===== config.mk =====
export PLATFORM = sky130hd
export DESIGN_NAME = cpu8_ctrl
export DESIGN_NICKNAME = d
export VERILOG_FILES = /design/src/hw/rtl/cpu8_pkg.sv /design/src/hw/rtl/cpu8_ctrl.sv
export SDC_FILE = /design/constraint.sdc
export NUM_CORES = 1
export LEC_CHECK = 0
export ABC_CLOCK_PERIOD_IN_PS = 1600
export BUFFER_PORTS_ARGS = -buffer_cell sky130_fd_sc_hd__buf_2
export CAP_MARGIN = 20
export CORE_MARGIN = 4
export CORE_UTILIZATION = 30
export DETAILED_ROUTE_END_ITERATION = 6
export PLACE_DENSITY = 0.67
export SYNTH_ARGS = -nofsm -noshare
export SYNTH_HDL_FRONTEND = slang
export SYNTH_SLANG_ARGS = --single-unit

===== constraint.sdc =====
create_clock -name i_clk -period 1.6 [get_ports i_clk]
set_input_delay 0.16 -clock i_clk [delete_from_list [all_inputs] [get_ports i_clk]]
set_output_delay 0.16 -clock i_clk [all_outputs]
set_load 0.02 [all_outputs]

===== src/hw/rtl/cpu8_pkg.sv =====
// Shared types and constants of the 8-bit load/store/logic unit.
package cpu8_pkg;

    typedef enum logic [3:0] {
        M_IMP, M_IMM, M_ZP, M_ZPX, M_ZPY, M_ABS, M_ABX, M_ABY, M_IZX, M_IZY
    } t_mode;

    typedef enum logic [4:0] {
        K_BAD, K_LD, K_ST, K_INC, K_DEC, K_AND, K_EOR, K_ORA,
        K_INX, K_INY, K_DEX, K_DEY, K_TAX, K_TAY, K_TXA, K_TYA, K_TXS, K_TSX
    } t_kind;

    typedef enum logic [1:0] {R_A, R_X, R_Y} t_reg;

    typedef struct packed {
        t_kind kind;
        t_mode mode;
        t_reg  reg_sel;
    } t_decode;

    // Memory port selection driven by the controller.
    typedef enum logic [2:0] {
        AS_CLEAR, AS_PTR_LO, AS_PTR_HI, AS_EA
    } t_addr_sel;

    typedef struct packed {
        logic      load_item;    // capture the input item and decode it
        logic      mem_rd;       // issue a memory read
        t_addr_sel addr_sel;
        logic      lat_ptr_lo;   // read data is the pointer low byte
        logic      lat_ptr_hi;   // read data is the pointer high byte
        logic      form_ea;      // compute the effective address
        logic      execute;      // update registers and memory
        logic      clear_wr;     // clearing pass write
    } t_cmd;

    typedef struct packed {
        logic  clear_done;
        t_mode mode;
        t_kind kind;
    } t_status;

    localparam logic [7:0] SIGN_BIT = 8'b1000_0000;

    function automatic t_decode decode_op(input logic [7:0] op);
        t_decode d;
        d = '{kind: K_BAD, mode: M_IMP, reg_sel: R_A};
        case (op)
            8'hA9: d = '{K_LD, M_IMM, R_A};
            8'hA5: d = '{K_LD, M_ZP,  R_A};
            8'hB5: d = '{K_LD, M_ZPX, R_A};
            8'hAD: d = '{K_LD, M_ABS, R_A};
            8'hBD: d = '{K_LD, M_ABX, R_A};
            8'hB9: d = '{K_LD, M_ABY, R_A};
            8'hA1: d = '{K_LD, M_IZX, R_A};
            8'hB1: d = '{K_LD, M_IZY, R_A};
            8'hA2: d = '{K_LD, M_IMM, R_X};
            8'hA6: d = '{K_LD, M_ZP,  R_X};
            8'hB6: d = '{K_LD, M_ZPY, R_X};
            8'hAE: d = '{K_LD, M_ABS, R_X};
            8'hBE: d = '{K_LD, M_ABY, R_X};
            8'hA0: d = '{K_LD, M_IMM, R_Y};
            8'hA4: d = '{K_LD, M_ZP,  R_Y};
            8'hB4: d = '{K_LD, M_ZPX, R_Y};
            8'hAC: d = '{K_LD, M_ABS, R_Y};
            8'hBC: d = '{K_LD, M_ABX, R_Y};
            8'h85: d = '{K_ST, M_ZP,  R_A};
            8'h95: d = '{K_ST, M_ZPX, R_A};
            8'h8D: d = '{K_ST, M_ABS, R_A};
            8'h9D: d = '{K_ST, M_ABX, R_A};
            8'h99: d = '{K_ST, M_ABY, R_A};
            8'h81: d = '{K_ST, M_IZX, R_A};
            8'h91: d = '{K_ST, M_IZY, R_A};
            8'h86: d = '{K_ST, M_ZP,  R_X};
            8'h96: d = '{K_ST, M_ZPY, R_X};
            8'h8E: d = '{K_ST, M_ABS, R_X};
            8'h84: d = '{K_ST, M_ZP,  R_Y};
            8'h94: d = '{K_ST, M_ZPX, R_Y};
            8'h8C: d = '{K_ST, M_ABS, R_Y};
            8'hE6: d = '{K_INC, M_ZP,  R_A};
            8'hF6: d = '{K_INC, M_ZPX, R_A};
            8'hEE: d = '{K_INC, M_ABS, R_A};
            8'hFE: d = '{K_INC, M_ABX, R_A};
            8'hC6: d = '{K_DEC, M_ZP,  R_A};
            8'hD6: d = '{K_DEC, M_ZPX, R_A};
            8'hCE: d = '{K_DEC, M_ABS, R_A};
            8'hDE: d = '{K_DEC, M_ABX, R_A};
            8'h29: d = '{K_AND, M_IMM, R_A};
            8'h25: d = '{K_AND, M_ZP,  R_A};
            8'h35: d = '{K_AND, M_ZPX, R_A};
            8'h2D: d = '{K_AND, M_ABS, R_A};
            8'h49: d = '{K_EOR, M_IMM, R_A};
            8'h45: d = '{K_EOR, M_ZP,  R_A};
            8'h55: d = '{K_EOR, M_ZPX, R_A};
            8'h4D: d = '{K_EOR, M_ABS, R_A};
            8'h09: d = '{K_ORA, M_IMM, R_A};
            8'h05: d = '{K_ORA, M_ZP,  R_A};
            8'h15: d = '{K_ORA, M_ZPX, R_A};
            8'h0D: d = '{K_ORA, M_ABS, R_A};
            8'hE8: d.kind = K_INX;
            8'hC8: d.kind = K_INY;
            8'hCA: d.kind = K_DEX;
            8'h88: d.kind = K_DEY;
            8'hAA: d.kind = K_TAX;
            8'hA8: d.kind = K_TAY;
            8'h8A: d.kind = K_TXA;
            8'h98: d.kind = K_TYA;
            8'h9A: d.kind = K_TXS;
            8'hBA: d.kind = K_TSX;
            default: d = '{K_BAD, M_IMP, R_A};
        endcase
        return d;
    endfunction

endpackage


===== src/hw/rtl/cpu8_ctrl.sv =====
// Controller state machine that sequences memory accesses for one item.
module cpu8_ctrl (
    input  logic             i_clk,
    input  logic             i_rst_n,
    input  logic             i_in_valid,
    output logic             o_in_stall,
    output logic             o_out_valid,
    input  logic             i_out_stall,
    input  cpu8_pkg::t_status i_status,
    output cpu8_pkg::t_cmd   o_cmd
);
    import cpu8_pkg::*;

    typedef enum logic [8:0] {
        S_CLEAR = 9'b000000001,
        S_IDLE  = 9'b000000010,
        S_PLO   = 9'b000000100,
        S_PHI   = 9'b000001000,
        S_PWAIT = 9'b000010000,
        S_EA    = 9'b000100000,
        S_RD    = 9'b001000000,
        S_EXEC  = 9'b010000000,
        S_OUT   = 9'b100000000
    } t_state;

    t_state r_state, n_state;
    logic   indirect;

    assign indirect = (i_status.mode == M_IZX) || (i_status.mode == M_IZY);

    always_ff @(posedge i_clk) begin
        if (!i_rst_n) begin
            r_state <= S_CLEAR;
        end else begin
            r_state <= n_state;
        end
    end

    always_comb begin
        n_state     = r_state;
        o_cmd       = '0;
        o_cmd.addr_sel = AS_EA;
        o_in_stall  = 1'b1;
        o_out_valid = 1'b0;
        case (r_state)
            S_CLEAR: begin
                o_cmd.clear_wr = 1'b1;
                o_cmd.addr_sel = AS_CLEAR;
                if (i_status.clear_done) n_state = S_IDLE;
            end
            S_IDLE: begin
                o_in_stall = 1'b0;
                if (i_in_valid) begin
                    o_cmd.load_item = 1'b1;
                    n_state = S_PLO;
                end
            end
            S_PLO: begin
                // Decoded item is now registered.
                if (indirect) begin
                    o_cmd.mem_rd   = 1'b1;
                    o_cmd.addr_sel = AS_PTR_LO;
                    n_state = S_PHI;
                end else begin
                    n_state = S_EA;
                end
            end
            S_PHI: begin
                o_cmd.mem_rd     = 1'b1;
                o_cmd.addr_sel   = AS_PTR_HI;
                o_cmd.lat_ptr_lo = 1'b1;
                n_state = S_PWAIT;
            end
            S_PWAIT: begin
                o_cmd.lat_ptr_hi = 1'b1;
                n_state = S_EA;
            end
            S_EA: begin
                o_cmd.form_ea = 1'b1;
                n_state = S_RD;
            end
            S_RD: begin
                o_cmd.mem_rd   = 1'b1;
                o_cmd.addr_sel = AS_EA;
                n_state = S_EXEC;
            end
            S_EXEC: begin
                o_cmd.execute = 1'b1;
                n_state = S_OUT;
            end
            S_OUT: begin
                o_out_valid = 1'b1;
                if (!i_out_stall) n_state = S_IDLE;
            end
            default: n_state = S_CLEAR;
        endcase
    end
endmodule


==> results of run 1 <==
==> Yosys cell counts, drive strengths merged, types with 3 or more instances <==
cell and count:
dfxtp 9, nand2 8, nor2 6, nor3 6, nand3 4, a21oi 3, buf 3, inv 3
nor3b 3, nor4 3, o21ai 3
==> metal layers <==
metal,up-vias,share of wire (%)
met1,351,42
met2,27,51
li1,359,-
met4,0,2.4
met3,6,4.7
met5,-,0
==> worst max-delay path, delay by kind of cell (launching register included) <==
family                 cells  cell delay, ns
and+or+nand+nor            4            0.98
DFF                        1            0.34
buffers and inverters      1            0.13
==> through the flow <==
step / hold WS, ns / area, um^2
2_1_floorplan: 0.294 / 646
3_3_place_gp: 0.406 / 820
3_5_place_dp: 0.413 / 820
4_1_cts: 0.146 / 1110
5_1_grt: 0.155 / 1170
6_report: 0.162 / 1170
==> cell families after synthesis <==
family	count (synthesis)
xor+xnor	4
buf+inv	8
other cells	1
simple gates	44
flops	9
compound gates	12
==> timing repair <==
item / in CTS / in global routing
pin swaps: 15 / 14
gates resized for setup: 48 / 16
buffers inserted: 14 / 7
setup endpoints to repair: 10 / 15
==> worst paths after layout <==
kind                                   to  slack (ns)  cells past startpoint
setup / recovery                 o_cmd[6]       -0.27                      5
hold / removal    r_state[2]$_SDFFE_PN0P_        0.16                      2
setup reg to reg  r_state[5]$_SDFFE_PN0P_        0.02                      8
hold reg to reg   r_state[7]$_SDFFE_PN0P_        0.62                      2
==> layout make-up <==
cell class	count	area, um^2	share of cell area (%)
multi-input combinational	61	556	47.6
timing repair buffer	41	348	29.8
sequential	9	191	16.4
tap	27	33.8	2.90
clock buffer	4	26.3	2.25
inverter	3	11.3	0.966
==> power by group <==
part | total, mW | switching (mW) | leakage [nW] | internal, mW
registers | 0.318 | 0.0562 | 0.0767 | 0.262
logic | 1.12 | 0.559 | 0.415 | 0.566
clock network | 0.175 | 0.0787 | 0.0150 | 0.0961
total | 1.62 | 0.694 | 0.507 | 0.924
==> impl_metrics.json, run 1 <==
{
  "worstPathArrival_ns": 1.71,
  "clockBufferDepth": 2,
  "hp-class": "in -> reg",
  "drv_slew": 0,
  "seq_area_frac_synth_pct": 28.2,
  "drc": 0,
  "clkTransAtPathRegs_ns": 0.06,
  "coreArea_um2": 2000,
  "n_antenna_cell": 0,
  "grt_overflow": 0,
  "fin_cells": 145,
  "via_per_inst": 5.12,
  "place_ws_ns": -0.0136,
  "finalSetupViolations": 10,
  "fillers": 181,
  "area_growth_pct": 82.4,
  "clock_skew_ns": 0.00353,
  "synthSimpleGateAreaFrac_pct": 47.0,
  "dp_hpwl_um": 1250,
  "async_reset_ff_share_pct": 0,
  "routed_wl_um": 2140,
  "met1_usage_pct": 18.0,
  "synth_top_flop_cell": "dfxtp_1",
  "netlist_instances": 78,
  "regMostFlops": "r_state",
  "grt_pass1_vias": 721,
  "cts_tree": "done",
  "finalHoldViolations": 0,
  "synth_area_um2": 639,
  "start_util_pct": 31.9,
  "violations": "negative setup slack",
  "grt_usage_pct": 16.6,
  "synth_top_family_by_area": "simple AND/OR/NAND/NOR gates",
  "cts_buffers": 3,
  "final_antenna_net_count": 0,
  "cap_violations": 0,
  "syn_avg_cell_area_um2": 8.20,
  "synth_top_area_share_pct": 28.2,
  "grt_antenna_before_repair": 0,
  "rows": 16,
  "fin_nets": 133,
  "synth_edf_count": 0,
  "final_cell_mix": "buf_4, buf_6, buf_2",
  "grt_use_met3_pct": 5.54,
  "rsz0062_at_grt": "yes",
  "synth_compound_area_share_pct": 13.1,
  "placed_cells": 128,
  "fin_util_pct": 58.3,
  "gp_congestion": 0.852,
  "crit_path_end_kind": "output pin",
  "synth_area_leaders": "dfxtp_1, nand2_1, nor2_1, nand3_1, nor3_2",
  "vdd_drop_max_uv": 1090,
  "crit_type": "reg -> out",
  "powerDensity_nw_per_um2": 1390,
  "path_cells": "nor3_4 -> nand2_2 -> or4_4 -> nor2b_4 -> buf_6",
  "fp.dieW_um": 54.2,
  "crit_start": "r_state[7]$_SDFFE_PN0P_",
  "io_buffers": 18,
  "status": "complete, but fails checks",
  "min_from": "i_in_valid",
  "setup_slack_ns": -0.265,
  "leakage_nw": 0.507,
  "clock.fmax_mhz": 536,
  "wl_per_cell_um": 14.7,
  "synth_seq_cells": 9,
  "synth_cell_types": 39,
  "fin_crit_sh_pct": 117,
  "grt.busiest_layer": "met2",
  "cp-start-kind": "flip-flop",
  "synth_adder_area_share_pct": 0,
  "cpPeakStageDelay_ns": 0.51,
  "drive_gt1_share_pct": 66.9,
  "clkLatencyLatePin_ns": 0.26,
  "clk_root_buffer_cell": "clkbuf_4",
  "critPathMaxFanout": 3,
  "die_area_um2": 2930,
  "top_regs": "r_state: 9 flops",
  "grt_max_degree": 12,
  "cts_hold_buffers": 0,
  "grtUsageMet2_pct": 28.1,
  "drt_pass1_iterations": 4,
  "die_h_um": 54.2,
  "yosysTopAreaCell": "dfxtp_1",
  "io_pins": 26,
  "layout_commonest_cell": "buf_4",
  "num_vias": 743,
  "largest_register_ffs": 9,
  "fin_setup_tns_ns": -1.40,
  "cp_data_required_time_ns": 1.44,
  "synth-xor-area-share_pct": 5.48,
  "grt_pass1_wl_um": 3350,
  "slowest_stage": "or4_4",
  "drt-initial-drc-count": 8,
  "power.total_mw": 1.62,
  "period_minus_slack_ns": 1.87,
  "ys_warn_count": 0,
  "synth.area.mux_share_pct": 0,
  "cts_num_sinks": 9,
  "syn_nets": 92,
  "worstReg2RegStart": "r_state[5]$_SDFFE_PN0P_",
  "htreeDepth": 1
}
No activity file was read; power rests on OpenSTA's default activity.
==> run 2: changes to the inputs <==
--- a/config.mk
+++ b/config.mk
@@ -8,10 +8,11 @@
 export ABC_CLOCK_PERIOD_IN_PS = 1600
 export BUFFER_PORTS_ARGS = -buffer_cell sky130_fd_sc_hd__buf_2
 export CAP_MARGIN = 20
-export CORE_MARGIN = 4
+export CORE_MARGIN = 5
 export CORE_UTILIZATION = 30
 export DETAILED_ROUTE_END_ITERATION = 6
 export PLACE_DENSITY = 0.67
+export SETUP_SLACK_MARGIN = 0.2
 export SYNTH_ARGS = -nofsm -noshare
 export SYNTH_HDL_FRONTEND = slang
 export SYNTH_SLANG_ARGS = --single-unit
==> impl_metrics.json, run 2 (synthesized netlist as in run 1, its figures left out) <==
{
  "fin_setup_tns_ns": -1.59,
  "crit_path_end_kind": "output pin",
  "leakage_nw": 0.512,
  "grt_usage_pct": 13.5,
  "status": "complete, but fails checks",
  "finalSetupViolations": 11,
  "hp-class": "in -> reg",
  "routed_wl_um": 2310,
  "clkTransAtPathRegs_ns": 0.06,
  "highest_layer": "met4",
  "dr_wl_met3_um": 124,
  "violations": "negative setup slack",
  "wl_met2_um": 1260,
  "rows": 16,
  "start_util_pct": 31.9,
  "dp_hpwl_um": 1320,
  "clkLatencyLatePin_ns": 0.27,
  "powerDensity_nw_per_um2": 1460,
  "grt_pass1_vias": 742,
  "final_antenna_net_count": 0,
  "regMostFlops": "r_state",
  "cts_hold_buffers": 0,
  "fin_nets": 133,
  "cts_num_sinks": 9,
  "clock.fmax_mhz": 542,
  "critPathMaxFanout": 4,
  "vdd_drop_max_uv": 1060,
  "crit_type": "reg -> out",
  "num_vias": 748,
  "grt_antenna_before_repair": 0,
  "n_antenna_cell": 0,
  "drc": 0,
  "top_regs": "r_state: 9 flops",
  "finalHoldViolations": 0,
  "largest_register_ffs": 9,
  "cts_tree": "done",
  "cap_violations": 0,
  "grt_overflow": 0,
  "worstPathArrival_ns": 1.69,
  "fp.dieW_um": 56.2,
  "fin_crit_sh_pct": 115,
  "cp-start-kind": "flip-flop",
  "drt-initial-drc-count": 13,
  "coreArea_um2": 2000,
  "clock_skew_ns": 0.00471,
  "clk_root_buffer_cell": "clkbuf_4",
  "max-slew-margin-rel_pct": 65.1,
  "fin_util_pct": 62.3,
  "cp_data_required_time_ns": 1.44,
  "drv_slew": 0,
  "worstMarginPinSlew_ns": 0.522,
  "drive_gt1_share_pct": 78.0,
  "met1_length_um": 846,
  "die_area_um2": 3150,
  "grt_pass1_wl_um": 3280,
  "io_pins": 26,
  "setup_slack_ns": -0.247,
  "rsz0062_at_grt": "yes",
  "wl_per_cell_um": 15.9,
  "period_minus_slack_ns": 1.85,
  "cts_buffers": 3,
  "area_growth_pct": 94.9,
  "io_buffers": 18,
  "die_h_um": 56.2,
  "final_cell_mix": "buf_6, buf_4, buf_2",
  "gp_congestion": 0.793,
  "grt_max_degree": 11,
  "via_per_inst": 5.16,
  "htreeDepth": 1,
  "clockBufferDepth": 2,
  "drt_pass1_iterations": 4
}
run 2: cell type report:
| class | instances | area (um^2) |
|---|---|---|
| Inverter | 3 | 11.3 |
| Fill cell | 163 | 756 |
| Tap cell | 27 | 33.8 |
| Timing Repair Buffer | 41 | 354 |
| Clock buffer | 4 | 26.3 |
| Multi-Input combinational cell | 61 | 623 |
| Sequential cell | 9 | 198 |
run 2: metrics by stage:
stage	area, um^2	total power, mW	setup slack, ns	hold WS (ns)	instances
finish	1250	1.81	-0.247	0.142	145
detailed placement	875	1.10	-0.0241	0.414	129
CTS	1070	1.54	-0.208	0.132	140
global placement	875	1.10	-0.0112	0.406	129
floorplan	706	0.873	0.0394	0.294	78
global route	1250	1.90	-0.336	0.178	145
run 2: report_power, final:
part	switching, mW	internal, mW	total [mW]
Sequential	0.0533	0.260	0.313
Combinational	0.655	0.659	1.31
Clock	0.0887	0.0966	0.185
Total	0.797	1.02	1.81
run 2: repair_timing:
item,CTS,global route
endpoints found under the setup margin,15,19
buffers inserted,7,5
resized for setup,38,32
gates cloned,0,0
pin swaps,10,6
run 2: worst max-delay path, cell delays in order (launching register included):
cell and delay (ns):
dfxtp_2 0.34, buf_6 0.13, nor4_4 0.31, nand2_2 0.14, nor3b_4 0.30, nor2_2 0.06, buf_6 0.13
run 2: worst paths after layout:
kind | from | to | slack (ns) | depth (start not counted)
hold reg to reg | r_state[4]$_SDFFE_PN0P_ | r_state[7]$_SDFFE_PN0P_ | 0.62 | 2
setup reg to reg | r_state[5]$_SDFFE_PN0P_ | r_state[5]$_SDFFE_PN0P_ | -0.03 | 8
setup / recovery | r_state[5]$_SDFFE_PN0P_ | o_cmd[5] | -0.25 | 6
hold / removal | i_in_valid | r_state[2]$_SDFFE_PN0P_ | 0.14 | 2
run 2: layer usage:
metal	up-vias	track usage (%)
li1	358	-
met4	0	8.47
met1	357	14.3
met2	27	22.9
met5	-	0
met3	6	4.18
